`config.mk`:
```
export PLATFORM = sky130hd
export DESIGN_NAME = flagged_request_queue_flat
export DESIGN_NICKNAME = d
export VERILOG_FILES = /design/src/rtl/frq_pkg.sv /design/src/rtl/frq_req_if.sv /design/src/rtl/frq_rsp_if.sv /design/src/rtl/frq_cell.sv /design/src/rtl/frq_prio.sv /design/src/rtl/flagged_request_queue.sv /design/src/flat_wrapper.sv
export SDC_FILE = /design/constraint.sdc
export NUM_CORES = 1
export LEC_CHECK = 0
export BUFFER_PORTS_ARGS = -buffer_cell sky130_fd_sc_hd__buf_2
export CAP_MARGIN = 25
export CELL_PAD_IN_SITES_DETAIL_PLACEMENT = 1
export CELL_PAD_IN_SITES_GLOBAL_PLACEMENT = 1
export CORE_MARGIN = 2
export CORE_UTILIZATION = 49
export CTS_CLUSTER_SIZE = 24
export DETAILED_ROUTE_END_ITERATION = 10
export PLACE_DENSITY_LB_ADDON = 0.15
export SYNTH_ARGS = -nofsm -noshare
export SYNTH_HDL_FRONTEND = slang
export SYNTH_HIERARCHICAL = 1
export SYNTH_SLANG_ARGS = --single-unit
```
`constraint.sdc`:
```
create_clock -name i_clk -period 10.3 [get_ports i_clk]
set_input_delay 1.545 -clock i_clk [delete_from_list [all_inputs] [get_ports i_clk]]
set_output_delay 1.545 -clock i_clk [all_outputs]
set_load 0.1 [all_outputs]
```
`src/rtl/frq_pkg.sv`:
```
// frq_pkg: shared types and constants of the flagged request queue
// operation and status codes, entry type codes, cell command struct
// no dependencies
`default_nettype none

package frq_pkg;

    localparam int DEF_QUEUE_DEPTH = 16;
    localparam int DEF_HANDLE_BITS = 16;

    localparam int KIND_BITS       = 3;
    localparam int IO_HANDLE_BITS  = 16;
    localparam int TYPE_BITS       = 2;
    localparam int STATUS_BITS     = 2;

    localparam logic [TYPE_BITS-1:0] TYPE_REQ      = 2'd0;
    localparam logic [TYPE_BITS-1:0] TYPE_RSP_DATA = 2'd1;

    typedef enum logic [KIND_BITS-1:0] {
        K_ENQUEUE     = 3'd0,
        K_DEQUEUE     = 3'd1,
        K_PEEK_HEAD   = 3'd2,
        K_PEEK_SENT   = 3'd3,
        K_REMOVE_SENT = 3'd4,
        K_REMOVE_DATA = 3'd5,
        K_PEEK_UNSENT = 3'd6,
        K_CLEAR       = 3'd7
    } t_kind;

    typedef enum logic [STATUS_BITS-1:0] {
        ST_OK   = 2'd0,
        ST_NONE = 2'd1,
        ST_FULL = 2'd2,
        ST_NULL = 2'd3
    } t_status;

    typedef struct packed {
        logic                 capture;
        logic                 match_any;
        logic                 sent;
        logic [TYPE_BITS-1:0] typ;
        logic                 enq;
    } t_cell_cmd;

endpackage

`default_nettype wire

```
`src/rtl/frq_req_if.sv`:
```
// frq_req_if: request channel of the flagged request queue
// valid/ready handshake with operation kind and entry payload
// depends on frq_pkg
`default_nettype none

interface frq_req_if import frq_pkg::*; ();
    logic                      valid;
    logic                      ready;
    logic [KIND_BITS-1:0]      kind;
    logic [IO_HANDLE_BITS-1:0] handle;
    logic                      sent_flag;
    logic [TYPE_BITS-1:0]      entry_type;

    modport source (output valid, kind, handle, sent_flag, entry_type, input ready);
    modport sink   (input valid, kind, handle, sent_flag, entry_type, output ready);
endinterface

`default_nettype wire

```
`src/rtl/frq_rsp_if.sv`:
```
// frq_rsp_if: result channel of the flagged request queue
// valid/ready handshake with status, found entry and empty flag
// depends on frq_pkg
`default_nettype none

interface frq_rsp_if import frq_pkg::*; ();
    logic                      valid;
    logic                      ready;
    logic [STATUS_BITS-1:0]    status;
    logic [IO_HANDLE_BITS-1:0] out_handle;
    logic                      out_sent;
    logic [TYPE_BITS-1:0]      out_type;
    logic                      now_empty;

    modport source (output valid, status, out_handle, out_sent, out_type, now_empty,
                    input ready);
    modport sink   (input valid, status, out_handle, out_sent, out_type, now_empty,
                    output ready);
endinterface

`default_nettype wire

```
`src/rtl/frq_cell.sv`:
```
// frq_cell: one queue slot, holds an entry and its registered match bit
// loads a new entry on enqueue or its upper neighbor on removal
// depends on frq_pkg
`default_nettype none

module frq_cell import frq_pkg::*; #(
    parameter int HANDLE_BITS = DEF_HANDLE_BITS,
    parameter int INDEX       = 0,
    parameter int CNT_BITS    = 5
) (
    input  wire logic                   i_clk,
    input  wire logic                   i_rst_n,
    input  wire t_cell_cmd              i_cmd,
    input  wire logic                   i_shift,
    input  wire logic [CNT_BITS-1:0]    i_occ,
    input  wire logic [HANDLE_BITS-1:0] i_new_handle,
    input  wire logic                   i_new_sent,
    input  wire logic [TYPE_BITS-1:0]   i_new_type,
    input  wire logic [HANDLE_BITS-1:0] i_nb_handle,
    input  wire logic                   i_nb_sent,
    input  wire logic [TYPE_BITS-1:0]   i_nb_type,
    output logic      [HANDLE_BITS-1:0] o_handle,
    output logic                        o_sent,
    output logic      [TYPE_BITS-1:0]   o_type,
    output logic                        o_match
);

    logic [HANDLE_BITS-1:0] r_handle;
    logic                   r_sent;
    logic [TYPE_BITS-1:0]   r_type;
    logic                   r_match;
    logic                   w_valid;
    logic                   w_tail;

    assign w_valid = (i_occ > CNT_BITS'(INDEX));
    assign w_tail  = (i_occ == CNT_BITS'(INDEX));

    always_ff @(posedge i_clk) begin
        if (!i_rst_n) begin
            r_match <= 1'b0;
        end else if (i_cmd.capture) begin
            r_match <= w_valid & (i_cmd.match_any |
                       ((r_sent == i_cmd.sent) && (r_type == i_cmd.typ)));
        end
    end

    always_ff @(posedge i_clk) begin
        if (i_cmd.enq && w_tail) begin
            r_handle <= i_new_handle;
            r_sent   <= i_new_sent;
            r_type   <= i_new_type;
        end else if (i_shift) begin
            r_handle <= i_nb_handle;
            r_sent   <= i_nb_sent;
            r_type   <= i_nb_type;
        end
    end

    assign o_handle = r_handle;
    assign o_sent   = r_sent;
    assign o_type   = r_type;
    assign o_match  = r_match;

endmodule

`default_nettype wire

```
`src/rtl/frq_prio.sv`:
```
// frq_prio: oldest-first priority over the row of cell match bits
// log-depth prefix or gives the first hit and the cells at or behind it
// no dependencies
`default_nettype none

module frq_prio #(
    parameter int N = 16
) (
    input  wire logic [N-1:0] i_match,
    output logic      [N-1:0] o_first,
    output logic      [N-1:0] o_incl,
    output logic              o_any
);

    localparam int LV = (N > 1) ? $clog2(N) : 1;

    logic [LV:0][N-1:0] w_pf;

    assign w_pf[0] = i_match;

    for (genvar l = 0; l < LV; l++) begin : g_lvl
        for (genvar i = 0; i < N; i++) begin : g_bit
            if (i >= (1 << l)) begin : g_or
                assign w_pf[l+1][i] = w_pf[l][i] | w_pf[l][i-(1<<l)];
            end else begin : g_pass
                assign w_pf[l+1][i] = w_pf[l][i];
            end
        end
    end

    assign o_incl  = w_pf[LV];
    assign o_first = w_pf[LV] & ~(w_pf[LV] << 1);
    assign o_any   = w_pf[LV][N-1];

endmodule

`default_nettype wire

```
`src/rtl/flagged_request_queue.sv`:
```
// channel  dir  handshake         payload
// i_req    in   valid/ready       kind, handle, sent_flag, entry_type
// o_rsp    out  valid/ready       status, out_handle, out_sent, out_type, now_empty
//
// the accept edge of a request registers the match bit of every cell; once the result
// register is free, S_EXEC picks the oldest hit, writes the result and moves the cells
// one request is in work at a time; a new one is taken while a result waits to be read
// a result that finds the result register still full waits in place until it is read
// reset is synchronous and empties the queue at once, with no clearing pass
// depends on frq_pkg, frq_req_if, frq_rsp_if, frq_cell, frq_prio
`default_nettype none

module flagged_request_queue import frq_pkg::*; #(
    parameter int QUEUE_DEPTH = DEF_QUEUE_DEPTH,
    parameter int HANDLE_BITS = DEF_HANDLE_BITS
) (
    input  wire logic i_clk,
    input  wire logic i_rst_n,
    frq_req_if.sink   i_req,
    frq_rsp_if.source o_rsp
);

    localparam int CNT_BITS = $clog2(QUEUE_DEPTH + 1);

    typedef enum logic {S_IDLE, S_EXEC} t_state;

    t_state                  r_state, n_state;
    logic [CNT_BITS-1:0]     r_occ, n_occ;
    t_kind                   r_kind;
    logic [HANDLE_BITS-1:0]  r_handle;
    logic                    r_sent;
    logic [TYPE_BITS-1:0]    r_type;
    logic                    r_out_valid, n_out_valid;
    t_status                 r_status, n_status;
    logic [IO_HANDLE_BITS-1:0] r_out_handle;
    logic                    r_out_sent, n_res_sent;
    logic [TYPE_BITS-1:0]    r_out_type, n_res_type;
    logic                    r_now_empty, n_now_empty;
    logic [HANDLE_BITS-1:0]  n_res_handle;
    logic [IO_HANDLE_BITS-1:0] w_res_ext;

    logic                    w_accept;
    logic                    w_done;
    logic                    w_take;
    logic                    w_enq;
    t_kind                   w_in_kind;
    logic [HANDLE_BITS-1:0]  w_in_handle;
    t_cell_cmd               w_cmd;

    logic [HANDLE_BITS-1:0]  c_handle [QUEUE_DEPTH];
    logic                    c_sent   [QUEUE_DEPTH];
    logic [TYPE_BITS-1:0]    c_type   [QUEUE_DEPTH];
    logic [QUEUE_DEPTH-1:0]  w_match;
    logic [QUEUE_DEPTH-1:0]  w_first;
    logic [QUEUE_DEPTH-1:0]  w_incl;
    logic [QUEUE_DEPTH-1:0]  w_shift;
    logic                    w_any;
    logic [HANDLE_BITS-1:0]  w_sel_handle;
    logic                    w_sel_sent;
    logic [TYPE_BITS-1:0]    w_sel_type;

    assign w_accept  = i_req.valid & i_req.ready;
    assign w_done    = (r_state == S_EXEC) & (~r_out_valid | o_rsp.ready);
    assign w_in_kind = t_kind'(i_req.kind);

    // keep the handle to the stored width
    for (genvar b = 0; b < HANDLE_BITS; b++) begin : g_hin
        if (b < IO_HANDLE_BITS) begin : g_bit
            assign w_in_handle[b] = i_req.handle[b];
        end else begin : g_zero
            assign w_in_handle[b] = 1'b0;
        end
    end

    for (genvar b = 0; b < IO_HANDLE_BITS; b++) begin : g_hout
        if (b < HANDLE_BITS) begin : g_bit
            assign w_res_ext[b] = n_res_handle[b];
        end else begin : g_zero
            assign w_res_ext[b] = 1'b0;
        end
    end

    // match pattern for the incoming request
    always_comb begin
        w_cmd           = '0;
        w_cmd.capture   = w_accept;
        w_cmd.enq       = w_enq;
        w_cmd.typ       = TYPE_REQ;
        case (w_in_kind)
            K_DEQUEUE, K_PEEK_HEAD: begin
                w_cmd.match_any = 1'b1;
            end
            K_PEEK_SENT, K_REMOVE_SENT: begin
                w_cmd.sent = 1'b1;
                w_cmd.typ  = TYPE_REQ;
            end
            K_REMOVE_DATA: begin
                w_cmd.sent = 1'b0;
                w_cmd.typ  = TYPE_RSP_DATA;
            end
            K_PEEK_UNSENT: begin
                w_cmd.sent = 1'b0;
                w_cmd.typ  = TYPE_REQ;
            end
            default: begin
                w_cmd.match_any = 1'b0;
            end
        endcase
    end

    for (genvar i = 0; i < QUEUE_DEPTH; i++) begin : g_cell
        logic [HANDLE_BITS-1:0] w_nb_handle;
        logic                   w_nb_sent;
        logic [TYPE_BITS-1:0]   w_nb_type;

        if (i + 1 < QUEUE_DEPTH) begin : g_nb
            assign w_nb_handle = c_handle[i+1];
            assign w_nb_sent   = c_sent[i+1];
            assign w_nb_type   = c_type[i+1];
        end else begin : g_end
            assign w_nb_handle = '0;
            assign w_nb_sent   = 1'b0;
            assign w_nb_type   = '0;
        end

        frq_cell #(
            .HANDLE_BITS (HANDLE_BITS),
            .INDEX       (i),
            .CNT_BITS    (CNT_BITS)
        ) u_cell (
            .i_clk        (i_clk),
            .i_rst_n      (i_rst_n),
            .i_cmd        (w_cmd),
            .i_shift      (w_shift[i]),
            .i_occ        (r_occ),
            .i_new_handle (r_handle),
            .i_new_sent   (r_sent),
            .i_new_type   (r_type),
            .i_nb_handle  (w_nb_handle),
            .i_nb_sent    (w_nb_sent),
            .i_nb_type    (w_nb_type),
            .o_handle     (c_handle[i]),
            .o_sent       (c_sent[i]),
            .o_type       (c_type[i]),
            .o_match      (w_match[i])
        );
    end

    frq_prio #(
        .N (QUEUE_DEPTH)
    ) u_prio (
        .i_match (w_match),
        .o_first (w_first),
        .o_incl  (w_incl),
        .o_any   (w_any)
    );

    // select the oldest hit
    always_comb begin
        w_sel_handle = '0;
        w_sel_sent   = 1'b0;
        w_sel_type   = '0;
        for (int i = 0; i < QUEUE_DEPTH; i++) begin
            w_sel_handle = w_sel_handle | (c_handle[i] & {HANDLE_BITS{w_first[i]}});
            w_sel_sent   = w_sel_sent | (c_sent[i] & w_first[i]);
            w_sel_type   = w_sel_type | (c_type[i] & {TYPE_BITS{w_first[i]}});
        end
    end

    always_comb begin
        n_status     = ST_NONE;
        n_res_handle = '0;
        n_res_sent   = 1'b0;
        n_res_type   = '0;
        n_occ        = r_occ;
        w_enq        = 1'b0;
        w_take       = 1'b0;
        case (r_kind)
            K_ENQUEUE: begin
                if (r_occ == CNT_BITS'(QUEUE_DEPTH)) begin
                    n_status = ST_FULL;
                end else if (r_handle == '0) begin
                    n_status = ST_NULL;
                end else begin
                    n_status     = ST_OK;
                    n_res_handle = r_handle;
                    n_res_sent   = r_sent;
                    n_res_type   = r_type;
                    w_enq        = w_done;
                    n_occ        = r_occ + CNT_BITS'(1);
                end
            end
            K_CLEAR: begin
                n_status = ST_OK;
                n_occ    = '0;
            end
            default: begin
                if (w_any) begin
                    n_status     = ST_OK;
                    n_res_handle = w_sel_handle;
                    n_res_sent   = w_sel_sent;
                    n_res_type   = w_sel_type;
                    if (r_kind inside {K_DEQUEUE, K_REMOVE_SENT, K_REMOVE_DATA}) begin
                        w_take = w_done;
                        n_occ  = r_occ - CNT_BITS'(1);
                    end
                end
            end
        endcase
        n_now_empty = (n_occ == '0);
    end

    assign w_shift = w_incl & {QUEUE_DEPTH{w_take}};

    always_comb begin
        n_state     = r_state;
        n_out_valid = r_out_valid;
        if (o_rsp.valid && o_rsp.ready) begin
            n_out_valid = 1'b0;
        end
        case (r_state)
            S_IDLE: begin
                if (w_accept) begin
                    n_state = S_EXEC;
                end
            end
            S_EXEC: begin
                if (w_done) begin
                    n_state     = S_IDLE;
                    n_out_valid = 1'b1;
                end
            end
            default: begin
                n_state = S_IDLE;
            end
        endcase
    end

    always_ff @(posedge i_clk) begin
        if (!i_rst_n) begin
            r_state     <= S_IDLE;
            r_occ       <= '0;
            r_out_valid <= 1'b0;
        end else begin
            r_state     <= n_state;
            r_out_valid <= n_out_valid;
            if (w_done) begin
                r_occ        <= n_occ;
                r_status     <= n_status;
                r_out_handle <= w_res_ext;
                r_out_sent   <= n_res_sent;
                r_out_type   <= n_res_type;
                r_now_empty  <= n_now_empty;
            end
            if (w_accept) begin
                r_kind   <= w_in_kind;
                r_handle <= w_in_handle;
                r_sent   <= i_req.sent_flag;
                r_type   <= i_req.entry_type;
            end
        end
    end

    assign i_req.ready      = (r_state == S_IDLE);
    assign o_rsp.valid      = r_out_valid;
    assign o_rsp.status     = r_status;
    assign o_rsp.out_handle = r_out_handle;
    assign o_rsp.out_sent   = r_out_sent;
    assign o_rsp.out_type   = r_out_type;
    assign o_rsp.now_empty  = r_now_empty;

`ifndef ASSERT_OFF
    a_occ_range: assert property (@(posedge i_clk) disable iff (!i_rst_n)
        r_occ <= CNT_BITS'(QUEUE_DEPTH))
        else $error("occupancy beyond queue depth");

    a_first_onehot: assert property (@(posedge i_clk) disable iff (!i_rst_n)
        $onehot0(w_first))
        else $error("more than one oldest hit");

    a_enq_grows: assert property (@(posedge i_clk) disable iff (!i_rst_n)
        w_done && (r_kind == K_ENQUEUE) && (n_status == ST_OK)
        |=> r_occ == $past(r_occ) + CNT_BITS'(1))
        else $error("enqueue did not grow the queue");

    a_empty_flag: assert property (@(posedge i_clk) disable iff (!i_rst_n)
        r_out_valid |-> (r_now_empty == (r_occ == '0)))
        else $error("empty flag disagrees with occupancy");
`endif

endmodule

`default_nettype wire
```
`src/flat_wrapper.sv`:
```
// flat-port wrapper written by rule: the top's interface ports become plain ports
module flagged_request_queue_flat import frq_pkg::*;
#(
    parameter int QUEUE_DEPTH = DEF_QUEUE_DEPTH,
    parameter int HANDLE_BITS = DEF_HANDLE_BITS
)
  (i_clk, i_rst_n, i_req_valid, i_req_kind, i_req_handle, i_req_sent_flag, i_req_entry_type, i_req_ready, o_rsp_valid, o_rsp_status, o_rsp_out_handle, o_rsp_out_sent, o_rsp_out_type, o_rsp_now_empty, o_rsp_ready);
  frq_req_if i_req_i ();
  frq_rsp_if o_rsp_i ();
  input  wire logic i_clk;
  input  wire logic i_rst_n;
  input wire logic [$bits(i_req_i.valid)-1:0] i_req_valid;
  input wire logic [$bits(i_req_i.kind)-1:0] i_req_kind;
  input wire logic [$bits(i_req_i.handle)-1:0] i_req_handle;
  input wire logic [$bits(i_req_i.sent_flag)-1:0] i_req_sent_flag;
  input wire logic [$bits(i_req_i.entry_type)-1:0] i_req_entry_type;
  output wire logic [$bits(i_req_i.ready)-1:0] i_req_ready;
  output wire logic [$bits(o_rsp_i.valid)-1:0] o_rsp_valid;
  output wire logic [$bits(o_rsp_i.status)-1:0] o_rsp_status;
  output wire logic [$bits(o_rsp_i.out_handle)-1:0] o_rsp_out_handle;
  output wire logic [$bits(o_rsp_i.out_sent)-1:0] o_rsp_out_sent;
  output wire logic [$bits(o_rsp_i.out_type)-1:0] o_rsp_out_type;
  output wire logic [$bits(o_rsp_i.now_empty)-1:0] o_rsp_now_empty;
  input wire logic [$bits(o_rsp_i.ready)-1:0] o_rsp_ready;
  assign i_req_i.valid = i_req_valid;
  assign i_req_i.kind = i_req_kind;
  assign i_req_i.handle = i_req_handle;
  assign i_req_i.sent_flag = i_req_sent_flag;
  assign i_req_i.entry_type = i_req_entry_type;
  assign i_req_ready = i_req_i.ready;
  assign o_rsp_valid = o_rsp_i.valid;
  assign o_rsp_status = o_rsp_i.status;
  assign o_rsp_out_handle = o_rsp_i.out_handle;
  assign o_rsp_out_sent = o_rsp_i.out_sent;
  assign o_rsp_out_type = o_rsp_i.out_type;
  assign o_rsp_now_empty = o_rsp_i.now_empty;
  assign o_rsp_i.ready = o_rsp_ready;
  flagged_request_queue #(.QUEUE_DEPTH(QUEUE_DEPTH), .HANDLE_BITS(HANDLE_BITS)) u_core (.i_clk(i_clk), .i_rst_n(i_rst_n), .i_req(i_req_i), .o_rsp(o_rsp_i));
endmodule
```
# After elaboration in Yosys (flattened, before gate mapping)
# Index checks and enable logic that the tools add are counted.
dict set report word_totals {
  out_inout_bits 24
  register_bits 371
  inputBits 26
}
dict set report op_classes {
  order_cmp 16
  bitwise_logic 182
  n_addsub 2
  muxes 131
  n_reduce_logical 59
  n_eq_ne 57
}
# op count
set ops {}
lappend ops {{$mux W16} 35}
lappend ops {{$and A16 B16 Y16} 18}
lappend ops {{$or A16 B16 Y16} 15}
lappend ops {{$or A1 B1 Y1} 81}
lappend ops {{$mux W2} 37}
lappend ops {{$mux W1} 48}
lappend ops {{$eq A5 B4 Y1 const B} 8}
lappend ops {{$gt A5 B4 Y1 const B} 8}
lappend ops {{$and A1 B1 Y1} 34}
lappend ops {{$logic_and A1 B1 Y1} 33}
lappend ops {{$and A2 B2 Y2} 16}
lappend ops {{$eq A2 B2 Y1} 16}
lappend ops {{$pmux W16 S2} 1}
lappend ops {{$reduce_bool A2 Y1} 16}
lappend ops {{$or A2 B2 Y2} 15}
lappend ops {{$eq A5 B3 Y1 const B} 4}
lappend ops {{$gt A5 B3 Y1 const B} 4}
lappend ops {{$mux W5} 4}
lappend ops {{$eq A1 B1 Y1} 16}
lappend ops {{$logic_not A16 Y1} 1}
lappend ops {{$not A16 Y16} 1}
lappend ops {{$eq A3 B3 Y1 const B} 5}
lappend ops {{$eq A5 B2 Y1 const B} 2}
lappend ops {{$gt A5 B1 Y1 const B} 2}
lappend ops {{other kinds (17)} 27}

# Logic depth before layout (Yosys ltp)
dict set report logic_depth {
  depth_word 24
  ltp_mapped 10
  mapped_depth_nobuf 8
}

# Modules after synthesis
# Netlist, hierarchy kept.
# module cells_each n_inst area_each_um2
set by_module_without_submodules {}
lappend by_module_without_submodules {flagged_request_queue 426 1 3933.8}
lappend by_module_without_submodules {{frq_cell (u_core.g_cell[2].u_cell ...)} 53 2 922.1}
lappend by_module_without_submodules {{frq_cell (u_core.g_cell[13].u_cell ...)} 53 2 909.6}
lappend by_module_without_submodules {{frq_cell (u_core.g_cell[8].u_cell)} 53 1 1017.2}
lappend by_module_without_submodules {{frq_cell (u_core.g_cell[14].u_cell)} 53 1 1007.2}
lappend by_module_without_submodules {{frq_cell (u_core.g_cell[1].u_cell)} 52 1 999.7}
lappend by_module_without_submodules {{frq_cell (u_core.g_cell[0].u_cell)} 55 1 997.2}
lappend by_module_without_submodules {{frq_cell (u_core.g_cell[3].u_cell)} 52 1 997.2}
lappend by_module_without_submodules {{frq_cell (u_core.g_cell[4].u_cell)} 54 1 996.0}
lappend by_module_without_submodules {{frq_cell (u_core.g_cell[12].u_cell)} 53 1 924.6}
lappend by_module_without_submodules {{frq_cell (u_core.g_cell[6].u_cell)} 53 1 919.6}
lappend by_module_without_submodules {{frq_cell (u_core.g_cell[10].u_cell)} 56 1 917.1}
lappend by_module_without_submodules {{frq_cell (u_core.g_cell[5].u_cell)} 53 1 914.6}
lappend by_module_without_submodules {{frq_cell (u_core.g_cell[11].u_cell)} 52 1 913.4}
lappend by_module_without_submodules {{+2 rows} -- -- --}

# Worst setup path before layout
# OpenSTA, ideal clock, no wires.
dict set report synth_path {
  kind {input port to flip-flop}
  startpoint {input port i_req_valid}
  endpoint {register u_core.r_handle[0] (enable)}
  t_arrival_ns 3.654
  cell_stages 2
  required_time_ns 9.919
  setup_ns 0.381
  path_slack_ns 6.266
  path_cell_list {nor2b_1 -> and2_1}
}
dict set report synth_via {
  elab_chain_cells 2
}
# item line_no
set synth_rtl {}
lappend synth_rtl {{start: declaration} flat_wrapper.sv:12} ;# input wire logic [$bits(i_req_i.valid)-1:0] i_req_valid;
lappend synth_rtl {{$and A1 B1 Y1} flagged_request_queue.sv:62} ;# assign w_accept = i_req.valid & i_req.ready;
lappend synth_rtl {{$reduce_and A2 Y1 (no source line)} --}
lappend synth_rtl {{end signal: assignment} flagged_request_queue.sv:257} ;# r_handle <= w_in_handle;
lappend synth_rtl {{end: declaration} flagged_request_queue.sv:30} ;# logic [HANDLE_BITS-1:0] r_handle;
# No other way between the ends.
# A chain may end at the register's enable or synchronous reset.

==> flow_metrics.tcl <==
set metrics [dict create \
    status "finished clean" \
    dr.pass1.iters 5 \
    syn_area_per_cell_sq_um 14.6 \
    yosysUniqueCellTypes 73 \
    clkSinkCount 371 \
    post-route-period-util_pct 47.9 \
    initial_utilization_pct 50.0 \
    ir_drop_mv 0.136 \
    r2r_end "u_core/g_cell[4].u_cell/o_handle[14]" \
    worstSkewPairLatency_ns 0.58 \
    startpoint_type "primary input" \
    place.gp.congestion 0.844 \
    cts.clk_slew.worst_paths_ns 0.06 \
    crit_path_max_incr_delay_ns 0.88 \
    yosys_warnings 6 \
    relSlewSlack_pct 39.1 \
    max_freq_ghz 0.203 \
    multi_input_area_sq_um 8080 \
    crit_path_frequent_cell "nand2b_1" \
    rr_worst_depth 6 \
    crit_slowest_cell "nand3_2" \
    port_buffers 49 \
    dp_hpwl_mm 39.0 \
    fin_hold_ws_ns 0.549 \
    grt_first_pass_wirelength_mm 93.7 \
    synth_top_cell_by_area "edfxtp_1" \
    min_path_type "flip-flop to flip-flop" \
    synthArstFlopShare_pct 0 \
    r2r_start "u_core/r_handle[11]" \
    cp_max_fo 23 \
    cts-root-buf "clkbuf_16" \
    setup_viol 0 \
    numCtsBuffers 42 \
    holdBufCountCts 0 \
    finalWirelength_mm 64.7 \
    drt-wirelength-per-cell_microns 32.7 \
    drv_slew 0 \
    synth_most_common_cell "edfxtp_1" \
    path_buf_inv 2 \
    via_per_inst 6.71 \
    crit_type "primary input to flip-flop" \
    worstPathArrival_ns 5.20 \
    grt_overflow 0 \
    ys.flop_type "edfxtp_1" \
    fin_ws_ns 5.37 \
    fp.dieArea_sq_um 41200 \
    final.setup.tns_ns 0 \
    crit_cells 7 \
    final_nets 1458 \
    pre_cts_ws_ns 4.83 \
    finalHoldViolCount 0 \
    grt_max_degree 48 \
    die_x_microns 203 \
    grt_setup_unrepaired "no" \
    cp-endpoint "u_core/g_cell[4].u_cell/o_handle[14]" \
    path_cells "buf_2 > nand2b_1 > and2_1 > and3_1 > nand3_2 > nand2b_1 > buf_4" \
    cp_top_family "simple AND/OR/NAND/NOR gates" \
    p_leak_uw 0.00756 \
    worst_setup_path_end_kind "flip-flop" \
    ys_ff_latch 371 \
    drive_above_1_share_pct 35.6 \
    fp.dieH_microns 203 \
    clock_path_buffers 3 \
    rows 72 \
    maxCapViolCount 0 \
    postCtsSetupRepairBufs 0 \
    synth-edff-count 348 \
    worstMarginPinSlew_ns 0.913 \
    drc_errors 0 \
    crit_required_ns 10.57 \
    grt_pass1_vias 13535 \
    r2r_setup_slack_ns 5.55 \
    ant_nets 0 \
    seq_area_frac_synth_pct 56.2 \
    synth.area.top_cells "edfxtp_1 54%, mux2_2 11%, mux2_4 8.8%" \
    fillers 3764 \
    vias 13301 \
    p_per_area_nw_per_um2 158 \
    cts_tree "done" \
    crit_path_start "o_rsp_ready" \
    ctsHtreeMaxLevel 2 \
    syn_to_final_growth_pct 11.7 \
    cts_resized 0 \
    synthCells 1329 \
    coreArea_sq_um 38800 \
    drtIter0Drc 1364 \
    syn_area_sq_um 19400 \
    grtUsageTotal_pct 31.4 \
    final.min_clock_period_ns 4.93 \
    fin_worst_skew_ns 0.0160 \
    power_uw 3420 \
    yosys-top-cells-count "348 x edfxtp_1, 183 x mux2_2, 114 x mux2_4" \
    seqCellArea_sq_um 10900 \
    yosysTopAreaCellShare_pct 53.9 \
    io_pins 50 \
    antenna_found_initial 1 \
]
## registers in the layout (all words and copies together) (netlist names)
signal	count
u_core/g_cell.u_cell/o_handle	256
u_core/g_cell.u_cell/o_type	32
u_core/g_cell.u_cell/o_match	16
u_core/g_cell.u_cell/o_sent	16
u_core/o_rsp.out_handle	16
u_core/r_handle	16
u_core/r_occ	5
u_core/r_kind	3
u_core/o_rsp.out_type	2
u_core/o_rsp.status	2
u_core/r_type	2
u_core/o_rsp.now_empty	1
u_core/o_rsp.out_sent	1
u_core/o_rsp.valid	1
u_core/r_sent	1
u_core/r_state	1
## cell families after synthesis
| kind of cell | after synthesis | synth area share, % |
|---|---|---|
| flops | 371 | 56.2 |
| buf+inv | 95 | 3.29 |
| fa+ha+maj | 2 | 0.129 |
| compound gates | 245 | 9.91 |
| xor+xnor | 49 | 2.21 |
| simple gates | 261 | 8.28 |
| other cells | 1 | 0.0193 |
| mux | 305 | 19.9 |
## cells in the final DEF, fill, tap and decap left out, types with 24 or more instances in the layout
cell,n
nor2_1,24
buf_2,49
nand2_1,35
a22oi_1,66
conb_1,35
mux2_2,183
buf_4,51
a22o_1,43
edfxtp_1,348
nand4_1,26
a221oi_1,45
nand3_1,36
xnor2_1,28
mux2_4,114
clkbuf_16,44
## report_power, final
group,switching [uW],total (uW),internal [uW]
Clock,637,1450,818
Sequential,24.8,1690,1660
Combinational,190,274,83.7
Total,852,3420,2570
## worst register-to-register path, cell delays in order, from the launching register on
cell,delay (ns)
edfxtp_1,0.86
nor4_1,0.25
nand4_1,0.52
and3_1,0.75
nand3_2,0.89
nand2b_1,0.82
buf_4,0.35
## stage by stage
step           std cells  cell area, sq um  util (%)
2_1_floorplan       1363             19500         -
3_3_place_gp        1901             20300      52.3
3_5_place_dp        1902             20300      52.4
4_1_cts             1978             21600      55.7
5_1_grt             1980             21700      55.8
6_report            1981             21700      55.8
## worst min path at each step
stage / startpoint / to / slack (ns) / depth (start not counted)
finish: u_core/r_state / u_core/o_rsp.valid / 0.55 / 2
global route: u_core/g_cell[14].u_cell/o_match / u_core/g_cell[14].u_cell/o_match / 0.57 / 2
CTS: u_core/g_cell[6].u_cell/o_match / u_core/g_cell[6].u_cell/o_match / 0.54 / 2
detailed placement: u_core/g_cell[6].u_cell/o_match / u_core/g_cell[6].u_cell/o_match / 0.53 / 2
global placement: u_core/g_cell[14].u_cell/o_match / u_core/g_cell[14].u_cell/o_match / 0.52 / 2
floorplan: u_core/g_cell[14].u_cell/o_match / u_core/g_cell[14].u_cell/o_match / 0.50 / 2
## metal layers
layer | vias up | GRT usage [%] | share of wire [%]
met5 | - | 0 | 0
met4 | 0 | 12.5 | 3.7
met3 | 145 | 6.12 | 8.5
met2 | 717 | 50.4 | 47
met1 | 6924 | 42.2 | 41
li1 | 5515 | - | -
## layout make-up
cell class	count	area share, %
Antenna cell	1	0.0116
Inverter	16	0.277
Multi-Input combinational cell	897	37.3
Sequential cell	371	50.4
Clock inverter	23	0.797
Timing Repair Buffer	102	3.08
Clock buffer	53	5.14
Tap cell	518	2.99
Power figures use the tool's default switching activity.
